===== src/design/ohtab_pkg.sv =====
// Shared types and constants for the open-addressing hash table.
`default_nettype none
package ohtab_pkg;
	localparam int SLOTS = 256;
	localparam int SLOT_W = $clog2(SLOTS);
	localparam int CNT_W = SLOT_W + 1;

	typedef enum logic [1:0] {
		FUNC_SET    = 2'd0,
		FUNC_UPDATE = 2'd1,
		FUNC_GET    = 2'd2,
		FUNC_REMOVE = 2'd3
	} func_t;

	typedef enum logic [1:0] {
		TAG_EMPTY = 2'd0,
		TAG_USED  = 2'd1,
		TAG_TOMB  = 2'd2,
		TAG_RSVD  = 2'd3
	} tag_t;

	localparam logic [2:0] ST_MISS     = 3'd0;
	localparam logic [2:0] ST_HIT      = 3'd1;
	localparam logic [2:0] ST_NEW      = 3'd2;
	localparam logic [2:0] ST_REPLACED = 3'd3;
	localparam logic [2:0] ST_FULL     = 3'd4;

	// Controller to datapath commands.
	typedef struct packed {
		logic load;       // capture request, set probe at home slot
		logic step;       // advance probe position and count
		logic eval;       // examine read data of current slot
		logic commit;     // apply result writes
		logic done;       // capture get-hit value; result strobe follows
		logic clr;        // clear pass write
	} ctl_cmd_t;

	// Datapath to controller status.
	typedef struct packed {
		logic stop;       // probe ended (empty, match or all slots read)
		logic clr_last;   // clear pass at final slot
	} dp_stat_t;
endpackage
`default_nettype wire


===== src/design/ohtab_ctl.sv =====
// Controller state machine sequencing clear pass, probe, commit and result.
`default_nettype none
module ohtab_ctl
	import ohtab_pkg::*;
(
	input  wire logic     clk,
	input  wire logic     arst_n,
	input  wire logic     start,
	input  wire dp_stat_t stat,
	output ctl_cmd_t      cmd,
	output logic          busy,
	output logic          done
);
	typedef enum logic [2:0] {
		S_CLEAR, S_IDLE, S_READ, S_EVAL, S_COMMIT, S_DONE
	} state_t;

	state_t state_q;

	always_comb begin
		cmd = '0;
		unique case (state_q)
			S_CLEAR:  cmd.clr = 1'b1;
			S_IDLE:   cmd.load = start;
			S_READ:   cmd = '0;
			S_EVAL: begin
				cmd.eval = 1'b1;
				cmd.step = !stat.stop;
			end
			S_COMMIT: cmd.commit = 1'b1;
			S_DONE:   cmd.done = 1'b1;
			default:  cmd = '0;
		endcase
	end

	always_ff @(posedge clk or negedge arst_n) begin
		if (!arst_n) begin
			state_q <= S_CLEAR;
			busy    <= 1'b1;
			done    <= 1'b0;
		end else begin
			done <= 1'b0;
			unique case (state_q)
				S_CLEAR: if (stat.clr_last) begin
					state_q <= S_IDLE;
					busy    <= 1'b0;
				end
				S_IDLE: if (start) begin
					state_q <= S_READ;
					busy    <= 1'b1;
				end
				S_READ: state_q <= S_EVAL;
				S_EVAL: state_q <= stat.stop ? S_COMMIT : S_READ;
				S_COMMIT: begin
					state_q <= S_DONE;
				end
				S_DONE: begin
					state_q <= S_IDLE;
					busy    <= 1'b0;
					done    <= 1'b1;
				end
				default: state_q <= S_IDLE;
			endcase
		end
	end
endmodule
`default_nettype wire


===== config.mk =====
export PLATFORM = sky130hd
export DESIGN_NAME = ohtab_ctl
export DESIGN_NICKNAME = d
export VERILOG_FILES = /design/src/design/ohtab_pkg.sv /design/src/design/ohtab_ctl.sv
export SDC_FILE = /design/constraint.sdc
export NUM_CORES = 1
export LEC_CHECK = 0
export BUFFER_PORTS_ARGS = -buffer_cell sky130_fd_sc_hd__buf_2
export CAP_MARGIN = 40
export CORE_AREA = 2 2 39 41
export CTS_CLUSTER_DIAMETER = 120
export CTS_CLUSTER_SIZE = 28
export DETAILED_ROUTE_END_ITERATION = 6
export DIE_AREA = 0 0 41 43
export MAX_ROUTING_LAYER = met4
export PLACE_DENSITY_LB_ADDON = 0.25
export REMOVE_ABC_BUFFERS = 1
export SETUP_SLACK_MARGIN = 0.15
export SKIP_CTS_REPAIR_TIMING = 1
export SLEW_MARGIN = 0
export SYNTH_ARGS = -nofsm -noshare
export SYNTH_HDL_FRONTEND = slang
export SYNTH_SLANG_ARGS = --single-unit

===== constraint.sdc =====
create_clock -name clk -period 1.05 [get_ports clk]
set_input_delay 0.0525 -clock clk [delete_from_list [all_inputs] [get_ports clk]]
set_output_delay 0.0525 -clock clk [all_outputs]
set_load 0.01 [all_outputs]

==> results of run 1 <==
## cells by family (layout without fill, tap and decap cells)
logic type | count (synthesis) | in the layout | share of synthesized area [%]
and+or+nand+nor | 9 | 9 | 25.5
DFF | 5 | 5 | 49.5
buffers and inverters | 3 | 26 | 8.82
AOI/OAI and AO/OA | 6 | 6 | 16.2
## layout make-up
type,count,share of cell area [%]
timing repair buffer,21,32.8
sequential,5,28.4
multi-input combinational,15,27.9
clock buffer,4,5.74
tap,16,4.37
inverter,1,0.820
## registers in the layout, indices dropped and copies added, names as in the netlist
signal	count
done	1
state_q	3
busy	1
## stage by stage
| step | cell area (um^2) | instances | TNS (ns) | setup WS [ns] |
|---|---|---|---|---|
| after floorplan | 236 | 21 | -0.00725 | -0.00725 |
| after global placement | 324 | 50 | -0.0245 | -0.0245 |
| after detailed placement | 324 | 50 | -0.0446 | -0.0446 |
| after CTS | 350 | 54 | -1.02 | -0.233 |
| after global routing | 458 | 62 | -1.30 | -0.216 |
| final | 458 | 62 | -0.922 | -0.173 |
## power by group
| part | switching, mW | total [mW] | internal [mW] |
|---|---|---|---|
| registers | 0.0996 | 0.406 | 0.306 |
| clock network | 0.0802 | 0.224 | 0.144 |
| logic | 0.323 | 0.773 | 0.450 |
## worst max-delay path: cells and delay by family (launching register included)
| family | cells | cell delay [ns] |
|---|---|---|
| flip-flops | 1 | 0.43 |
| AND/OR/NAND/NOR | 2 | 0.38 |
| buffers and inverters | 1 | 0.13 |
## final timing paths
path | start | endpoint | cells after the start | slack, ns
min in group asynchronous | arst_n | state_q[0]$_DFFE_PN0P_ | 2 | 0.15
worst min-delay path | stat[1] | state_q[1]$_DFFE_PN0P_ | 2 | 0.03
worst max register to register | state_q[1]$_DFFE_PN0P_ | state_q[0]$_DFFE_PN0P_ | 3 | -0.11
worst min register to register | busy$_DFFE_PN1P_ | busy$_DFFE_PN1P_ | 2 | 0.48
max in group asynchronous | arst_n | busy$_DFFE_PN1P_ | 2 | 0.69
worst max-delay path | state_q[2]$_DFFE_PN0P_ | cmd[4] | 3 | -0.17
## per-layer routing
metal  GRT usage [%]  wire [um]
met5               -          0
met4            12.0         19
met3            1.57         21
met2            10.6        375
met1            8.74        294
## placed cells by master (no fill, tap or decap), drive strengths merged
cell / synthesis / layout
a211oi: 1 / 1
a21o: 2 / 2
a21oi: 1 / 1
a311oi: 1 / 1
and3b: 2 / 2
buf: 2 / 20
clkbuf: 0 / 4
dfrtp: 4 / 4
dfstp: 1 / 1
dlygate4sd3: 0 / 1
inv: 1 / 1
nand3b: 1 / 1
nor2: 1 / 1
nor2b: 1 / 1
nor3: 1 / 1
nor3b: 1 / 1
nor4b: 1 / 1
o21ai: 1 / 1
or3: 1 / 1
==> impl_metrics.env, run 1 <==
export IMPL_synth_edf_count=0
export IMPL_ir_worst_vdd_mv=0.675
export IMPL_yosysMostFrequentCell="dfrtp_1"
export IMPL_htree_levels=1
export IMPL_synth_top_area_cell="dfrtp_1"
export IMPL_clock_sinks=5
export IMPL_holdCritPathClass="in -> reg"
export IMPL_cts_buffer_depth=2
export IMPL_ioPinCount=13
export IMPL_syn_to_final_growth_pct=79.4
export IMPL_rows=14
export IMPL_slew_headroom_pct=75.5
export IMPL_crit_type="reg -> out"
export IMPL_wirelength_um=711
export IMPL_initial_core_util_pct=18.4
export IMPL_yosys_area_top_type_share_pct=39.2
export IMPL_num_vias=277
export IMPL_finalSetupViolCount=8
export IMPL_cts_tree="yes"
export IMPL_fill_cells=148
export IMPL_multiInputGateArea_um2=128
export IMPL_overflow=0
export IMPL_p_leak_nw=0.233
export IMPL_nets=52
export IMPL_endpoint_kind="output pin"
export IMPL_slowest_delay_ns=0.43
export IMPL_drv_cap=0
export IMPL_critPathSlowestCell="dfrtp_2"
export IMPL_wire_per_inst_um=11.5
export IMPL_grt_usage_pct=8.45
export IMPL_critPathMaxFanout=4
export IMPL_drv_slew=0
export IMPL_cp_arrival_ns=1.17
export IMPL_regArea_um2=130
export IMPL_dp_hpwl_um=431
export IMPL_core_area_um2=1380
export IMPL_first_pass_iters=4
export IMPL_hold_viol_final=0
export IMPL_synth_seq_cells=5
export IMPL_cts_clk_slew_worst_paths_ns=0.04
export IMPL_crit_required_ns=1.00
export IMPL_die_height_um=43
export IMPL_p_per_area_nw_per_um2=3060
export IMPL_synthTopCellsByArea="dfrtp_1 39%, dfstp_2 10%, and3b_2 7.8%"
export IMPL_portBuffers=12
export IMPL_fin_ws_ns=-0.173
export IMPL_fmax_ghz=0.817
export IMPL_die_width_um=41
export IMPL_ys_warn_count=0
export IMPL_cp_start_kind="flop"
export IMPL_yosysSeqAreaShare_pct=49.5
export IMPL_cts_made_buffers=3
export IMPL_drc=0
export IMPL_synth_main_ff_cell="dfrtp_1"
export IMPL_hold_worst_slack_ns=0.0315
export IMPL_netlist_top_cells_count="4 x dfrtp_1, 2 x a21o_1, 2 x and3b_2"
export IMPL_violations="setup timing"
export IMPL_min_period_over_period_pct=117
export IMPL_fin_crit_ns=1.22
export IMPL_design_die_area_um2=1760
export IMPL_path_cells="and3b_2, nor2b_1, buf_2"
export IMPL_grt_max_degree=11
export IMPL_syn_inst=23
export IMPL_antenna_found_initial=0
export IMPL_grt_pass1_vias=225
export IMPL_clk_latency_ns=0.24
export IMPL_drive_gt1_share_pct=69.6
export IMPL_syn_cell_area_um2=255
export IMPL_grt_pass1_wl_um=883
export IMPL_status="finished with violations"
export IMPL_final_antenna_net_count=0
export IMPL_final_util_pct=33.1
export IMPL_diodes=0
export IMPL_vias_per_cell=4.47
export IMPL_rsz0062_at_grt="yes"
export IMPL_fin_total_pwr_mw=1.40
export IMPL_cts_root_buf="clkbuf_4"
export IMPL_ys_types=18
export IMPL_routabilityCongestion=0.738
export IMPL_synth_avg_cell_area_um2=11.1
export IMPL_fin_skew_ns=0.00628
export IMPL_initialDrtViolationCount=4
export IMPL_async_reset_ff_share_pct=100
export IMPL_tightestPinTransition_ns=0.363
No activity file was read; power rests on OpenSTA's default activity.
==> run 2: changes to the inputs <==
--- a/config.mk
+++ b/config.mk
@@ -10,2 +10,3 @@
 export CORE_AREA = 2 2 39 41
+export CTS_BUF_LIST = sky130_fd_sc_hd__clkbuf_16
 export CTS_CLUSTER_DIAMETER = 120
@@ -15,3 +16,3 @@
 export MAX_ROUTING_LAYER = met4
-export PLACE_DENSITY_LB_ADDON = 0.25
+export PLACE_DENSITY = 0.48
 export REMOVE_ABC_BUFFERS = 1
--- a/constraint.sdc
+++ b/constraint.sdc
@@ -3,2 +3,2 @@
 set_output_delay 0.0525 -clock clk [all_outputs]
-set_load 0.01 [all_outputs]
+set_load 0.1 [all_outputs]
==> run 2 against run 1 <==
Compared with the run above: the flow still finishes with violations (setup timing); critical path depth is 1 higher; utilization grew 14 points; die area is the same; global-route usage increased by 1.7 points; clock skew fell by 0.0023 ns; design area is 42% higher; via count is 0.72% higher; setup slack worse by 0.085 ns; largest cell class unchanged.
==> impl_metrics.env, run 2 (synthesis gave the netlist of run 1 again) <==
export IMPL_final_common_cell="buf_12"
export IMPL_initialDrtViolationCount=5
export IMPL_htree_levels=1
export IMPL_first_pass_iters=4
export IMPL_die_height_um=43
export IMPL_final_cell_mix="8 x buf_12, 5 x buf_6, 4 x buf_2"
export IMPL_grt_pass1_vias=271
export IMPL_drive_gt1_share_pct=68.1
export IMPL_fin_crit_ns=1.31
export IMPL_regMostFlops="state_q"
export IMPL_wire_per_inst_um=13.3
export IMPL_holdCritPathClass="in -> reg"
export IMPL_path_cells="buf_6, nor3b_4, buf_6, buf_12"
export IMPL_dp_slack_ns=-0.143
export IMPL_vias_per_cell=4.43
export IMPL_fmax_ghz=0.764
export IMPL_largest_reg_flops=3
export IMPL_num_vias=279
export IMPL_cts_tree="yes"
export IMPL_critPathSlowestCell="dfrtp_1"
export IMPL_cts_made_buffers=3
export IMPL_grt_usage_pct=10.1
export IMPL_nets=53
export IMPL_drv_cap=0
export IMPL_cts_root_buf="clkbuf_16"
export IMPL_cts_clk_slew_worst_paths_ns=0.03
export IMPL_tightestPinTransition_ns=0.270
export IMPL_cp_arrival_ns=1.26
export IMPL_final_util_pct=46.9
export IMPL_cp_start_kind="flop"
export IMPL_clock_sinks=5
export IMPL_min_period_over_period_pct=125
export IMPL_crit_required_ns=1.00
export IMPL_diodes=0
export IMPL_cts_buffer_depth=2
export IMPL_critical_path_top_delay_family="buffers and inverters"
export IMPL_cpMostUsedCell="buf_6"
export IMPL_drv_slew=0
export IMPL_antenna_found_initial=0
export IMPL_ioPinCount=13
export IMPL_dp_hpwl_um=534
export IMPL_overflow=0
export IMPL_grt_max_degree=10
export IMPL_portBuffers=12
export IMPL_regArea_um2=129
export IMPL_fill_cells=136
export IMPL_slew_headroom_pct=81.7
export IMPL_fin_skew_ns=0.00395
export IMPL_endpoint_kind="output pin"
export IMPL_multiInputGateArea_um2=139
export IMPL_rows=14
export IMPL_syn_to_final_growth_pct=154
export IMPL_critPathMaxFanout=6
export IMPL_design_die_area_um2=1760
export IMPL_wirelength_um=839
export IMPL_rsz0062_at_grt="yes"
export IMPL_finalSetupViolCount=10
export IMPL_die_width_um=41
export IMPL_crit_type="reg -> out"
export IMPL_final_antenna_net_count=0
export IMPL_core_area_um2=1380
export IMPL_reg_largest_list="state_q (3), busy (1), done (1)"
export IMPL_path_buf_inv=3
export IMPL_status="finished with violations"
export IMPL_initial_core_util_pct=18.4
export IMPL_violations="setup timing"
export IMPL_clk_latency_ns=0.23
export IMPL_drc=0
export IMPL_grt_pass1_wl_mm=1.15
export IMPL_slowest_delay_ns=0.40
export IMPL_fin_ws_ns=-0.258
export IMPL_hold_viol_final=0
export IMPL_routabilityCongestion=0.695
run 2: routing by layer:
metal  up-vias  part of all wire (%)  track usage [%]
li1        131                     -                -
met5         -                     0                -
met1       132                    38             11.1
met3         0                    11             7.85
met4         0                     0             2.00
met2        16                    51             14.4
run 2: stage by stage:
stage / hold WS (ns) / TNS (ns) / instance area, um^2 / cells
3_5_place_dp: -0.121 / -0.461 / 482 / 55
4_1_cts: -0.355 / -1.94 / 561 / 59
5_1_grt: 0.0958 / -2.31 / 649 / 63
6_report: 0.0910 / -1.95 / 649 / 63
2_1_floorplan: -0.243 / -7.77 / 236 / 21
3_3_place_gp: -0.124 / -0.399 / 482 / 55
run 2: worst register-to-register path, cell delays in order, from the launching register on:
cell and delay (ns):
dfrtp_2 0.45, dlymetal6s2s_1 0.19, or3_1 0.35, a21o_1 0.16
run 2: path summary, 6_finish.rpt:
check                                  startpoint                     end  slack [ns]  cells after the start
setup reg to reg           state_q[0]$_DFFE_PN0P_  state_q[0]$_DFFE_PN0P_       -0.22                      3
hold / removal                            stat[1]  state_q[1]$_DFFE_PN0P_        0.09                      2
max in group asynchronous                  arst_n        busy$_DFFE_PN1P_        0.65                      2
hold reg to reg                  busy$_DFFE_PN1P_        busy$_DFFE_PN1P_        0.50                      2
setup / recovery           state_q[2]$_DFFE_PN0P_                  cmd[2]       -0.26                      4
min in group asynchronous                  arst_n  state_q[2]$_DFFE_PN0P_        0.18                      2
run 2: cell type report:
type	count	area share, %
multi-input cells	15	21.4
clock buffers	3	11.6
flip-flops and latches	5	19.8
well taps	16	3.08
repair buffers	22	43.0
clock inverters	1	0.578
inverters	1	0.578
Power of run 2 is left out: the tool's default activity adds up to more than one toggle a clock period on the data nets, which glitch-free logic cannot reach.
